==> src/hdl/arpss_pkg.sv <==
// Shared codes, types and default sizes for the arpeggio step sequencer.
package arpss_pkg;

    typedef logic [2:0] t_mode;
    typedef logic       t_op;

    localparam t_mode M_UP      = 3'd0;
    localparam t_mode M_DOWN    = 3'd1;
    localparam t_mode M_UPDOWN1 = 3'd2;
    localparam t_mode M_DOWNUP1 = 3'd3;
    localparam t_mode M_UPDOWN2 = 3'd4;
    localparam t_mode M_DOWNUP2 = 3'd5;
    localparam t_mode M_RANDOM  = 3'd6;

    localparam t_op OP_ADVANCE = 1'b0;
    localparam t_op OP_RESET   = 1'b1;

    localparam int NOTE_SLOTS_DEF = 16;
    localparam int MAX_SPAN_DEF   = 3;

endpackage

==> src/hdl/arpss_step.sv <==
// Sequencer state registers and the next-position logic for one item.
module arpss_step
    import arpss_pkg::*;
#(
    parameter int NOTE_SLOTS = NOTE_SLOTS_DEF,
    parameter int MAX_SPAN   = MAX_SPAN_DEF,
    localparam int CW = $clog2(NOTE_SLOTS + 1),
    localparam int SW = $clog2(NOTE_SLOTS)
) (
    input  logic          i_clk,
    input  logic          i_rst_n,
    input  logic          i_fire,
    input  t_op           i_operation,
    input  t_mode         i_play_mode,
    input  logic [1:0]    i_octave_span,
    input  logic [CW-1:0] i_note_count,
    input  logic [SW-1:0] i_random_note,
    input  logic [1:0]    i_random_octave,
    output logic [SW-1:0] o_note_slot,
    output logic [1:0]    o_octave_offset,
    output logic          o_has_notes
);

    localparam int SPW = $clog2(MAX_SPAN + 1);
    localparam int PW  = $clog2(NOTE_SLOTS + 2) + 1;
    localparam int OW  = $clog2(MAX_SPAN + 2) + 2;

    localparam logic signed [PW-1:0] P_ZERO = '0;
    localparam logic signed [PW-1:0] P_ONE  = PW'(1);
    localparam logic signed [PW-1:0] P_M1   = -PW'(1);
    localparam logic signed [PW-1:0] P_M2   = -PW'(2);
    localparam logic signed [OW-1:0] O_ZERO = '0;
    localparam logic signed [OW-1:0] O_ONE  = OW'(1);
    localparam logic signed [OW-1:0] O_TOP  = OW'(3);
    localparam logic signed [OW-1:0] O_MAX  = OW'(MAX_SPAN);
    localparam logic signed [1:0]    D_PLUS  = 2'sd1;
    localparam logic signed [1:0]    D_MINUS = -2'sd1;
    localparam logic signed [1:0]    D_HOLD  = 2'sd0;

    t_mode                  r_mode, n_mode;
    logic [SPW-1:0]         r_span, n_span;
    logic signed [1:0]      r_dir, n_dir;
    logic signed [PW-1:0]   r_pos, n_pos;
    logic signed [OW-1:0]   r_oct, n_oct;

    t_mode                  mode_sat;
    logic [CW-1:0]          cnt_sat;
    logic signed [PW-1:0]   cnt;
    logic signed [PW-1:0]   rnd_note;
    logic signed [OW-1:0]   rnd_oct;
    logic signed [OW-1:0]   span_in;
    logic signed [OW-1:0]   span_sat;
    logic signed [OW-1:0]   span_old;

    always_comb begin
        mode_sat = (i_play_mode > M_RANDOM) ? M_RANDOM : i_play_mode;
        cnt_sat  = (i_note_count > CW'(NOTE_SLOTS)) ? CW'(NOTE_SLOTS) : i_note_count;
        cnt      = signed'({{(PW - CW){1'b0}}, cnt_sat});
        rnd_note = signed'({{(PW - SW){1'b0}}, i_random_note});
        rnd_oct  = signed'({{(OW - 2){1'b0}}, i_random_octave});
        span_in  = signed'({{(OW - 2){1'b0}}, i_octave_span});
        span_sat = (span_in > O_MAX) ? O_MAX : span_in;
        span_old = signed'({{(OW - SPW){1'b0}}, r_span});

        n_mode = r_mode;
        n_span = r_span;
        n_dir  = r_dir;
        n_pos  = r_pos;
        n_oct  = r_oct;

        if (i_operation == OP_RESET) begin
            unique case (r_mode)
                M_UP, M_UPDOWN1, M_UPDOWN2: begin
                    n_pos = P_M1;
                    n_oct = O_ZERO;
                    n_dir = D_PLUS;
                end
                M_DOWN, M_DOWNUP1, M_DOWNUP2: begin
                    n_pos = P_M2;
                    n_oct = span_old;
                    n_dir = D_MINUS;
                end
                default: begin
                    n_pos = P_ZERO;
                    n_oct = O_ZERO;
                    n_dir = D_HOLD;
                end
            endcase
        end else begin
            if (mode_sat != r_mode) begin
                unique case (mode_sat)
                    M_UP:   n_dir = D_PLUS;
                    M_DOWN: n_dir = D_MINUS;
                    M_RANDOM: n_dir = D_HOLD;
                    M_UPDOWN1, M_UPDOWN2: begin
                        if (n_dir == D_HOLD) n_dir = D_PLUS;
                    end
                    default: begin
                        if (n_dir == D_HOLD) n_dir = D_MINUS;
                    end
                endcase
                n_mode = mode_sat;
            end
            n_span = span_sat[SPW-1:0];

            if (n_pos < P_M1) n_pos = cnt;
            n_pos = n_pos + PW'(n_dir);

            unique case (n_mode)
                M_UP: begin
                    if (n_pos >= cnt) begin
                        n_pos = P_ZERO;
                        n_oct = n_oct + OW'(n_dir);
                    end
                    if (n_pos < P_ZERO) n_pos = P_ZERO;
                    if (n_oct > span_sat) n_oct = O_ZERO;
                end
                M_DOWN: begin
                    if (n_pos < P_ZERO) begin
                        n_pos = cnt - P_ONE;
                        n_oct = n_oct + OW'(n_dir);
                    end
                    if (n_pos > cnt - P_ONE) n_pos = cnt - P_ONE;
                    if (n_oct < O_ZERO) n_oct = span_sat;
                end
                M_UPDOWN1, M_DOWNUP1: begin
                    if (n_oct >= span_sat && n_pos >= cnt - P_ONE) n_dir = D_MINUS;
                    if (n_pos >= cnt) begin
                        n_pos = P_ZERO;
                        if (n_oct < span_sat) n_oct = n_oct + OW'(n_dir);
                    end
                    if (n_oct <= O_ZERO && n_pos < P_ONE) n_dir = D_PLUS;
                    if (n_pos < P_ZERO) begin
                        n_pos = cnt - P_ONE;
                        if (n_oct >= O_ZERO) n_oct = n_oct + OW'(n_dir);
                    end
                end
                M_UPDOWN2, M_DOWNUP2: begin
                    if (n_pos >= cnt && n_oct > span_sat - O_ONE) begin
                        n_pos = n_pos - PW'(n_dir);
                        n_dir = D_MINUS;
                    end
                    if (n_pos >= cnt) begin
                        n_pos = P_ZERO;
                        if (n_oct < span_sat) n_oct = n_oct + OW'(n_dir);
                    end
                    if (n_pos < P_ZERO && n_oct < O_ONE) begin
                        n_pos = n_pos + P_ONE;
                        n_dir = D_PLUS;
                    end
                    if (n_pos < P_ZERO) begin
                        n_pos = cnt - P_ONE;
                        if (n_oct > O_ZERO) n_oct = n_oct + OW'(n_dir);
                    end
                end
                default: begin
                    if (cnt == P_ZERO) begin
                        n_pos = P_ZERO;
                    end else begin
                        n_pos = (rnd_note < cnt - P_ONE) ? rnd_note : cnt - P_ONE;
                    end
                    n_oct = (rnd_oct < span_sat) ? rnd_oct : span_sat;
                end
            endcase

            if (n_oct > span_sat) n_oct = span_sat;
        end
    end

    always_comb begin
        if (cnt == P_ZERO || n_pos < P_ZERO) begin
            o_note_slot = '0;
        end else if (n_pos < cnt) begin
            o_note_slot = n_pos[SW-1:0];
        end else begin
            o_note_slot = cnt_sat[SW-1:0] - SW'(1);
        end

        if (n_oct < O_ZERO) begin
            o_octave_offset = 2'd0;
        end else if (n_oct > O_TOP) begin
            o_octave_offset = 2'd3;
        end else begin
            o_octave_offset = n_oct[1:0];
        end

        o_has_notes = (cnt != P_ZERO);
    end

    always_ff @(posedge i_clk) begin
        if (!i_rst_n) begin
            r_mode <= M_UP;
            r_span <= '0;
            r_dir  <= D_PLUS;
            r_pos  <= P_ZERO;
            r_oct  <= O_ZERO;
        end else if (i_fire) begin
            r_mode <= n_mode;
            r_span <= n_span;
            r_dir  <= n_dir;
            r_pos  <= n_pos;
            r_oct  <= n_oct;
        end
    end

endmodule

==> src/hdl/arpeggio_step_sequencer_core.sv <==
// Top level of the arpeggio step sequencer: input register, step logic, result register.
//
//  Channel  Valid    Stall    Payload
//  input    i_valid  o_stall  i_operation, i_play_mode, i_octave_span, i_note_count,
//                             i_random_note, i_random_octave
//  result   o_valid  i_stall  o_note_slot, o_octave_offset, o_has_notes
//
// One item is accepted per cycle while not stalled; its result is registered on fire.
// The step logic between the input register and the result register updates the
// sequencer state once per item, which sets the rate of one item per cycle when unstalled.
// Reset is synchronous and active low; it empties both registers and restores the state.
// A stalled result holds the input register, and the input stalls only while both are full.
module arpeggio_step_sequencer_core
    import arpss_pkg::*;
#(
    parameter int NOTE_SLOTS = NOTE_SLOTS_DEF,
    parameter int MAX_SPAN   = MAX_SPAN_DEF,
    localparam int CW = $clog2(NOTE_SLOTS + 1),
    localparam int SW = $clog2(NOTE_SLOTS)
) (
    input  logic          i_clk,
    input  logic          i_rst_n,
    input  logic          i_valid,
    output logic          o_stall,
    input  logic          i_operation,
    input  logic [2:0]    i_play_mode,
    input  logic [1:0]    i_octave_span,
    input  logic [CW-1:0] i_note_count,
    input  logic [SW-1:0] i_random_note,
    input  logic [1:0]    i_random_octave,
    output logic          o_valid,
    input  logic          i_stall,
    output logic [SW-1:0] o_note_slot,
    output logic [1:0]    o_octave_offset,
    output logic          o_has_notes
);

    logic          r_in_valid, n_in_valid;
    t_op           r_operation;
    t_mode         r_play_mode;
    logic [1:0]    r_octave_span;
    logic [CW-1:0] r_note_count;
    logic [SW-1:0] r_random_note;
    logic [1:0]    r_random_octave;

    logic          r_out_valid, n_out_valid;
    logic [SW-1:0] r_note_slot;
    logic [1:0]    r_octave_offset;
    logic          r_has_notes;

    logic          out_free;
    logic          fire;
    logic          in_accept;
    logic [SW-1:0] step_slot;
    logic [1:0]    step_octave;
    logic          step_has_notes;

    assign out_free  = !r_out_valid || !i_stall;
    assign fire      = r_in_valid && out_free;
    assign o_stall   = r_in_valid && !out_free;
    assign in_accept = i_valid && !o_stall;

    assign n_in_valid  = in_accept ? 1'b1 : (fire ? 1'b0 : r_in_valid);
    assign n_out_valid = fire ? 1'b1 : (out_free ? 1'b0 : r_out_valid);

    arpss_step #(
        .NOTE_SLOTS (NOTE_SLOTS),
        .MAX_SPAN   (MAX_SPAN)
    ) u_step (
        .i_clk           (i_clk),
        .i_rst_n         (i_rst_n),
        .i_fire          (fire),
        .i_operation     (r_operation),
        .i_play_mode     (r_play_mode),
        .i_octave_span   (r_octave_span),
        .i_note_count    (r_note_count),
        .i_random_note   (r_random_note),
        .i_random_octave (r_random_octave),
        .o_note_slot     (step_slot),
        .o_octave_offset (step_octave),
        .o_has_notes     (step_has_notes)
    );

    always_ff @(posedge i_clk) begin
        if (!i_rst_n) begin
            r_in_valid  <= 1'b0;
            r_out_valid <= 1'b0;
        end else begin
            r_in_valid  <= n_in_valid;
            r_out_valid <= n_out_valid;
        end
    end

    always_ff @(posedge i_clk) begin
        if (in_accept) begin
            r_operation     <= i_operation;
            r_play_mode     <= i_play_mode;
            r_octave_span   <= i_octave_span;
            r_note_count    <= i_note_count;
            r_random_note   <= i_random_note;
            r_random_octave <= i_random_octave;
        end
        if (fire) begin
            r_note_slot     <= step_slot;
            r_octave_offset <= step_octave;
            r_has_notes     <= step_has_notes;
        end
    end

    assign o_valid         = r_out_valid;
    assign o_note_slot     = r_note_slot;
    assign o_octave_offset = r_octave_offset;
    assign o_has_notes     = r_has_notes;

endmodule

==> config.mk <==
export PLATFORM = sky130hd
export DESIGN_NAME = arpeggio_step_sequencer_core
export DESIGN_NICKNAME = d
export VERILOG_FILES = /design/src/hdl/arpss_pkg.sv /design/src/hdl/arpss_step.sv /design/src/hdl/arpeggio_step_sequencer_core.sv
export SDC_FILE = /design/constraint.sdc
export NUM_CORES = 1
export LEC_CHECK = 0
export BUFFER_PORTS_ARGS = -buffer_cell sky130_fd_sc_hd__buf_2
export CAP_MARGIN = 5
export CORE_ASPECT_RATIO = 1.25
export CORE_UTILIZATION = 49
export CTS_CLUSTER_DIAMETER = 40
export CTS_CLUSTER_SIZE = 10
export DETAILED_ROUTE_END_ITERATION = 7
export MAX_ROUTING_LAYER = met4
export PLACE_DENSITY_LB_ADDON = 0.3
export SLEW_MARGIN = 20
export SYNTH_ARGS = -nofsm -noshare
export SYNTH_HDL_FRONTEND = slang
export SYNTH_SLANG_ARGS = --single-unit
==> constraint.sdc <==
create_clock -name i_clk -period 8.2 [get_ports i_clk]
set_input_delay 1.23 -clock i_clk [delete_from_list [all_inputs] [get_ports i_clk]]
set_output_delay 1.23 -clock i_clk [all_outputs]
set_load 0.005 [all_outputs]
==> flow_summary.ini, run 1 <==
[finish]
n_fill_cell = 1039
n_antenna_cell = 0
syn_to_final_growth_pct = 30.4
layout-drive-gt1-share_pct = 32.6
nNetsFinal = 978

[setup_path]
ff2ff_path_depth = 44
cp-startpoint = r_play_mode[0]
cp_max_fo = 6
cp.required_ps = 8250
end_kind = flip-flop
crit_type = reg -> reg
r2r_start = r_play_mode[0]
crit_arrival_ps = 8080
critPathMaxStageDelay_ps = 570
path_common_cell = buf_4
regToRegSetupSlack_ps = 170
start_kind = flip-flop
crit_end = o_octave_offset[0]
critPathSlowestCell = or4_4
regToRegEndpoint = o_octave_offset[0]

[timing]
worst_slack_ps = 174
hold_slack_ps = 488
min_period_ps = 8030
finalHoldViolCount = 0
rsz0062_at_grt = true
finalSetupViolCount = 0
tightest_slew_ps = 887
relSlewSlack_pct = 40.4
slew_viol_final = 0
fmax_mhz = 125
clock_skew_ps = 8.19
fin_crit_sh_pct = 97.9

[synth]
synth_top_area_cell = ha_1
synth_nets = 839
yosysTopAreaCellShare_pct = 15.0
ys_seq_elements = 44
ys_top_cells_by_area = ha_1, edfxtp_1, dfxtp_1
ys.warnings.count = 0
ys_types = 93
ys_seq_area_share_pct = 18.6
ys_async_sr_fraction_pct = 0
avgSynthCellArea_um2 = 8.12
synthFlopType = edfxtp_1
synth_area_um2 = 6020
synth_enable_flop_cells = 24
synth_cells = 741

[global_route]
antenna_found_initial = 0
grt_max_degree = 22
grt_use_total_pct = 35.5
grt_pass1_vias = 6349
overflow = 0
grt_pass1_wl_mm = 33.7

[floorplanning]
core_um2 = 11800
start_util_pct = 51.1
ioPinCount = 30
dieWidth_um = 101
die_area_um2 = 12700
num_rows = 44
die_y_um = 126

[clock_tree]
clk_pin_slew_worst_paths_ps = 70
cts_hold_buf = 0
cts_buffers = 5
cts_tree = done
cts_root_buf = clkbuf_16
clk_path_buf_depth = 2
h-tree-depth = 2
clk_latency_ps = 290
cts.sink_count = 44

[outcome]
run_status = finished, final reports clean

[pwr]
leakagePower_nw = 3.43
power_density_nw_per_um2 = 191
worst_ir_drop_vdd_v = 0.000208

[placement]
hpwl_mm = 16.7
io_buffers = 29
gp_congestion = 0.981
place_ws_ps = -243

[routing]
ant_nets = 0
drt_iter0_drc = 434
wirelength_mm = 22.1
viasPerCell = 6.21
vias = 6466
wl_per_cell_um = 21.2
drtPass1Iterations = 5
drc_errors = 0

[hold_path]
hold_path.class = reg -> reg
min_from = u_step.r_pos[1]

[job]
drv_cap = 0
[cell type report]
type / instances / area [um2] / share of cell area [%]
Multi-Input combinational cell: 618 / 5010 / 63.8
Timing Repair Buffer: 163 / 1170 / 15.0
Sequential cell: 44 / 1120 / 14.3
Tap cell: 161 / 201 / 2.57
Inverter: 48 / 180 / 2.30
Clock buffer: 6 / 150 / 1.91
Clock inverter: 2 / 12.5 / 0.159
[cell families (layout without fill, tap and decap cells)]
group           Yosys count  after routing  share of synthesized area (%)
compound gates          250            250                           29.9
buf+inv                  79            219                           6.01
fa+ha+maj                78             78                           16.8
simple gates            237            237                           19.9
xor+xnor                 28             28                           4.33
flops                    44             44                           18.6
mux                      25             25                           4.43
[what timing repair did]
item	CTS	global route
setup endpoints to repair	5	11
setup buffers	15	14
resized for setup	15	75
hold endpoints to repair	0	0
pin swaps	9	47
[power breakdown]
part	leakage [nW]	internal [mW]	switching [mW]
Combinational	2.95	0.467	0.557
Clock	0.0796	0.131	0.0851
Sequential	0.394	0.248	0.0147
Total	3.43	0.846	0.657
[cell usage after synthesis, types with 11 or more instances]
cell      instances
ha_1             72
nand2_1          70
a21oi_1          60
nor2_1           56
inv_1            43
o21ai_0          38
edfxtp_1         24
a21o_1           20
dfxtp_1          20
xnor2_1          19
clkbuf_1         18
nor3_1           17
mux2i_1          15
nand3_1          14
a31oi_1          12
o211ai_1         11
[registers in the layout, summed over array words and instances, names as in the netlist]
register         cells
u_step.r_pos         6
r_note_count         5
u_step.r_oct         5
o_note_slot          4
r_random_note        4
r_play_mode          3
u_step.r_mode        3
o_octave_offset      2
r_octave_span        2
r_random_octave      2
u_step.r_dir         2
u_step.r_span        2
o_has_notes          1
o_valid              1
r_in_valid           1
r_operation          1
[critical path: cells and delay by family, from the launching register on]
family                   cells  cell delay (ps)
XOR/XNOR                     2              320
flip-flops                   1              420
multiplexers                 4             1050
AO/OA/AOI/OAI               14             1940
AND/OR/NAND/NOR              6             1060
buffers and inverters       14             1870
adder cells (fa/ha/maj)      4             1090
[cell usage in the layout, fill, tap and decap left out, drive strengths merged, types with 5 or more instances in the layout]
cell type,n
or3,6
dfxtp,20
a31oi,15
inv,48
and3,6
o21a,8
nor3,17
a21oi,61
and2,10
or2,10
xnor2,20
xor2,8
edfxtp,24
nand2b,8
mux2,10
buf,163
nor2,57
o31ai,5
nand3,14
nor2b,9
a2111oi,5
clkbuf,6
fa,5
a21boi,9
o311ai,8
nor4,6
o21ai,44
nand2,73
a21o,21
mux2i,15
a211oi,11
a211o,6
ha,72
o211ai,13
[metrics by stage]
step	total power [mW]	std cells	util, %	TNS [ps]	cell area, um2
finish	1.50	1042	66.6	0	7850
global route	1.59	1042	66.6	-368	7850
CTS	1.37	1028	62.3	0	7340
detailed placement	1.13	1005	59.3	-721	6990
global placement	1.10	1005	59.3	-178	6990
floorplan	0.824	741	-	0	6040
[layer usage]
metal	global-route usage, %	up-vias	wire length, um	share of wire [%]
met2	60.3	269	11000	50
met1	43.4	3085	9150	41
met3	2.44	59	1220	5.5
met5	-	-	0	0
li1	-	3053	-	-
met4	14.2	0	711	3.2
[worst min-delay path by stage]
stage	end	slack (ps)	cells after the start
CTS	u_step.r_pos[4]	490	2
detailed placement	u_step.r_pos[4]	470	2
global placement	u_step.r_pos[4]	470	2
finish	u_step.r_pos[1]	490	2
floorplan	u_step.r_pos[4]	450	2
global route	u_step.r_pos[4]	520	2
Power figures use the tool's default switching activity.
==> run 2: changes to the inputs <==
MAX_ROUTING_LAYER = default   (was met4)
==> run 2 against run 1 <==
Compared with the run above:
- worst setup slack got worse by 21 ps
- largest cell class unchanged
- critical path depth shrank 1
- maximum frequency is 0.26% lower
- wire length decreased by 0.37%
- register-to-register slack worse by 20 ps
- hold slack gained 2.9 ps
- critical path type unchanged
- critical endpoint is now o_note_slot[1]
- combinational power increased by 6%
- sequential power hardly changed
==> flow_summary.ini, run 2 (synthesis gave the netlist of run 1 again) <==
[routing]
viasPerCell = 6.36
wl_per_cell_um = 21.0
vias = 6654
drtPass1Iterations = 5
wirelength_mm = 22.0
drt_iter0_drc = 410
ant_nets = 0
drc_errors = 0

[clock_tree]
cts.sink_count = 44
cts_hold_buf = 0
clk_path_buf_depth = 2
cts_tree = done
cts_buffers = 5
clk_pin_slew_worst_paths_ps = 70
clk_latency_ps = 300
cts_root_buf = clkbuf_16
h-tree-depth = 2

[setup_path]
cp_max_fo = 6
path_common_cell = a21o_1
ff2ff_path_depth = 43
cp.required_ps = 8250
end_kind = flip-flop
critPathSlowestCell = edfxtp_1
crit_arrival_ps = 8100
r2r_start = r_play_mode[0]
regToRegEndpoint = o_note_slot[1]
critPathMaxStageDelay_ps = 440
crit_type = reg -> reg
regToRegSetupSlack_ps = 150
start_kind = flip-flop

[timing]
tightest_slew_ps = 909
fin_crit_sh_pct = 98.1
fmax_mhz = 124
slew_viol_final = 0
relSlewSlack_pct = 39.0
tns_ps = 0
finalSetupViolCount = 0
min_period_ps = 8050
clock_skew_ps = 11.6
finalHoldViolCount = 0

[global_route]
grt_pass1_wl_mm = 33.7
antenna_found_initial = 0
grt_use_total_pct = 34.3
overflow = 0
grt_max_degree = 22
grt_pass1_vias = 6490

[placement]
io_buffers = 29
dpl-instance-area_um2 = 6950
gp_congestion = 1.04
hpwl_mm = 16.7

[finish]
seqCellArea_um2 = 1120
mostFrequentLayoutCell = buf_4
multiInputGateArea_um2 = 5000
syn_to_final_growth_pct = 31.2
fin_area_um2 = 7890
n_antenna_cell = 0
final_cell_mix = buf_4, nand2_1, ha_1
fin_util_pct = 67.0
reg_top3 = u_step.r_pos: 6 flops, r_note_count: 5 flops, u_step.r_oct: 5 flops
n_fill_cell = 1003
nNetsFinal = 983
largest_reg_flops = 6
largest_register = u_step.r_pos
layout-drive-gt1-share_pct = 33.3

[pwr]
leakagePower_nw = 3.46
power_density_nw_per_um2 = 199
worst_ir_drop_vdd_v = 0.000210

[hold_path]
whs_endpoint = u_step.r_pos[4]
hold_path.class = reg -> reg
min_from = u_step.r_pos[4]
min_path_cells = 2

[floorplanning]
start_util_pct = 51.1
core_um2 = 11800
die_area_um2 = 12700
die_y_um = 126
dieWidth_um = 101
num_rows = 44
ioPinCount = 30

[job]
drv_cap = 0

[outcome]
run_status = finished, final reports clean
## run 2: changes by cell type in the layout (fill, tap and decap cells not counted), sizes merged
| cell | previous run | this run |
|---|---|---|
| buf | 163 | 168 |
| bufinv | 0 | 1 |
| clkbuf | 6 | 5 |
| clkinv | 2 | 0 |
| clkinvlp | 0 | 1 |
| inv | 48 | 49 |
## run 2: layout make-up
cell class                      count  share of cell area [%]
Tap cell                          161                    2.55
Inverter                           48                    2.28
Timing Repair Buffer              168                    15.4
Sequential cell                    44                    14.2
Clock buffer                        5                    1.59
Multi-Input combinational cell    618                    63.4
Clock inverter                      3                   0.587
## run 2: critical path: cells and delay by family, from the launching register on
kind / cells / cell delay (ps)
compound gates: 19 / 3140
fa+ha+maj: 6 / 1680
xor+xnor: 4 / 880
buf+inv: 6 / 620
simple gates: 6 / 610
flops: 1 / 440
mux: 2 / 400
## run 2: how the worst max path moves through the flow
stage / start / cells past startpoint / slack (ps) / to
2_1_floorplan: r_play_mode[0] / 39 / 1 / o_octave_offset[0]
3_3_place_gp: u_step.r_mode[0] / 38 / -110 / o_note_slot[0]
3_5_place_dp: r_play_mode[0] / 38 / -220 / o_octave_offset[0]
4_1_cts: r_play_mode[1] / 45 / 10 / o_note_slot[2]
5_1_grt: r_play_mode[0] / 42 / -150 / o_octave_offset[0]
6_report: r_play_mode[0] / 43 / 150 / o_note_slot[1]
## run 2: timing repair
action	4_1_cts	5_1_grt
pin swaps	11	56
endpoints found under the setup margin	8	11
setup buffers	14	26
gates resized for setup	25	71
## run 2: through the flow
stage	power, mW	hold slack [ps]	std cells	setup WS, ps
2_1_floorplan	0.824	446	741	0.981
4_1_cts	1.40	477	1022	10.6
3_5_place_dp	1.13	469	1000	-220
6_report	1.57	491	1047	154
3_3_place_gp	1.11	471	1000	-109
5_1_grt	1.67	500	1047	-146
## run 2: power breakdown
part	leakage, nW	internal [mW]	switching (mW)	total [mW]
Clock	0.0804	0.145	0.0860	0.231
Combinational	2.99	0.503	0.576	1.08
Sequential	0.394	0.248	0.0148	0.263
## run 2: layer usage
metal | global-route usage, % | routed length (um) | vias to the layer above
li1 | - | - | 3066
met1 | 41.9 | 8760 | 3183
met2 | 60.1 | 10800 | 322
met3 | 3.66 | 1470 | 83
met4 | 15.2 | 983 | 0
met5 | 0 | 0 | -
==> run 3: changes to the inputs <==
CORE_UTILIZATION = 58   (was 49)
PLACE_DENSITY = 0.83   (was default)
PLACE_DENSITY_LB_ADDON = default   (was 0.3)
==> run 3 against run 2 <==
Compared with the run above:
- wire length increased by 1.1%
- maximum frequency decreased by 1.5%
- clock skew decreased by 4.7 ps
- sequential power about the same
- worst setup slack got worse by 120 ps
- non-clock buffer count decreased by 16
- cell area decreased by 3.3%
- highest routed layer unchanged
- register-to-register slack got worse by 120 ps
- sequential share of layout area increased by 0.48 points
- final cell count decreased by 4.6%
- count of clock-buffer cells in the layout increased by 1
==> flow_summary.ini, run 3 (synthesis gave the netlist of run 1 again) <==
[setup_path]
crit_buf_inv = 1
r2r_start = r_play_mode[2]
cp_top_family = compound AO/OA/AOI/OAI gates
regToRegSetupSlack_ps = 40
critPathMaxStageDelay_ps = 530
path_common_cell = a21oi_2
crit_arrival_ps = 8210
cp_max_fo = 6
cp.required_ps = 8250
crit_type = reg -> reg
start_kind = flip-flop
critPathSlowestCell = edfxtp_1
end_kind = flip-flop
cp-startpoint = r_play_mode[2]

[routing]
drc_errors = 0
wirelength_mm = 22.2
ant_nets = 0
drtPass1Iterations = 7
wl_per_cell_um = 22.2
drt_iter0_drc = 742
vias = 6806
viasPerCell = 6.81

[floorplanning]
core_um2 = 10100
die_area_um2 = 10800
start_util_pct = 59.5
dieWidth_um = 93.1
die_y_um = 116
ioPinCount = 30
num_rows = 41

[timing]
fmax_mhz = 122
slew_viol_final = 0
clock_skew_ps = 6.93
finalSetupViolCount = 0
relSlewSlack_pct = 39.1
tns_ps = 0
fin_crit_sh_pct = 99.6
tightest_slew_ps = 906
finalHoldViolCount = 0
min_period_ps = 8160
rsz0062_at_grt = true

[finish]
nNetsFinal = 967
stdcell_count = 999
fin_util_pct = 75.5
n_fill_cell = 707
reg_top3 = u_step.r_pos: 6 flops, r_note_count: 5 flops, u_step.r_oct: 5 flops
largest_register = u_step.r_pos
final_cell_mix = buf_4, nand2_1, ha_1
n_antenna_cell = 0
syn_to_final_growth_pct = 26.9
fin_area_um2 = 7630
layout-drive-gt1-share_pct = 30.5
mostFrequentLayoutCell = buf_4
largest_reg_flops = 6

[placement]
dp.cells = 960
io_buffers = 29
gp_congestion = 0.989
dpl-instance-area_um2 = 6850
hpwl_mm = 16.5

[global_route]
antenna_found_initial = 0
grt_max_degree = 22
grt_use_total_pct = 39.9
grt_pass1_wl_mm = 33.0
grt_pass1_vias = 6385
overflow = 0

[pwr]
worst_ir_drop_vdd_v = 0.000274
total_power_mw = 1.48
leakagePower_nw = 3.37
power_density_nw_per_um2 = 194

[clock_tree]
cts.sink_count = 44
h-tree-depth = 2
cts_tree = done
cts_root_buf = clkbuf_16
clk_latency_ps = 290
clk_pin_slew_worst_paths_ps = 70
cts_hold_buf = 0
clk_path_buf_depth = 2
cts_buffers = 5

[outcome]
run_status = finished, final reports clean

[job]
drv_cap = 0

[hold_path]
hold_path.class = reg -> reg
min_from = u_step.r_pos[1]
-- run 3: worst paths after layout --
| kind | depth (start not counted) | end |
|---|---|---|
| max | 41 | o_octave_offset[0] |
| min | 2 | u_step.r_pos[1] |
| max reg2reg | 41 | o_octave_offset[0] |
| min reg2reg | 2 | u_step.r_pos[1] |
-- run 3: where the power goes --
part / internal, mW / switching, mW / total, mW
clock network: 0.132 / 0.0871 / 0.220
logic: 0.441 / 0.557 / 0.998
registers: 0.248 / 0.0131 / 0.262
total: 0.822 / 0.657 / 1.48
-- run 3: area by class of cell --
| class | count | area (um2) | share of cell area, % |
|---|---|---|---|
| Clock buffer | 6 | 150 | 1.97 |
| Clock inverter | 2 | 16.3 | 0.213 |
| Inverter | 48 | 180 | 2.36 |
| Multi-Input combinational cell | 618 | 4910 | 64.3 |
| Sequential cell | 44 | 1120 | 14.7 |
| Tap cell | 129 | 161 | 2.11 |
| Timing Repair Buffer | 152 | 1100 | 14.4 |
-- run 3: repair_timing --
action | in CTS | in global routing
gates cloned | 0 | 1
setup endpoints to repair | 10 | 11
pin swaps | 9 | 22
setup buffers | 4 | 26
resized for setup | 14 | 64
-- run 3: layer usage --
metal | share of wire, % | global-route usage (%) | wire (um)
met1 | 38 | 48.1 | 8530
met2 | 49 | 68.5 | 10800
met3 | 8.3 | 4.92 | 1830
met4 | 4.8 | 22.7 | 1060
met5 | 0 | 0 | 0
-- run 3: worst register-to-register path: cells and delay by family (launching register included) --
kind	cells	cell delay [ps]
compound gates	17	2450
xor+xnor	2	320
fa+ha+maj	7	1970
buf+inv	1	110
flops	1	530
mux	2	400
simple gates	12	2150
-- run 3: per-stage QoR --
step,worst slack (ps),hold slack (ps)
after global placement,-38.1,466
after CTS,2.92,491
after global routing,-359,533
final,35.1,489
after detailed placement,-269,482
after floorplan,0.981,446
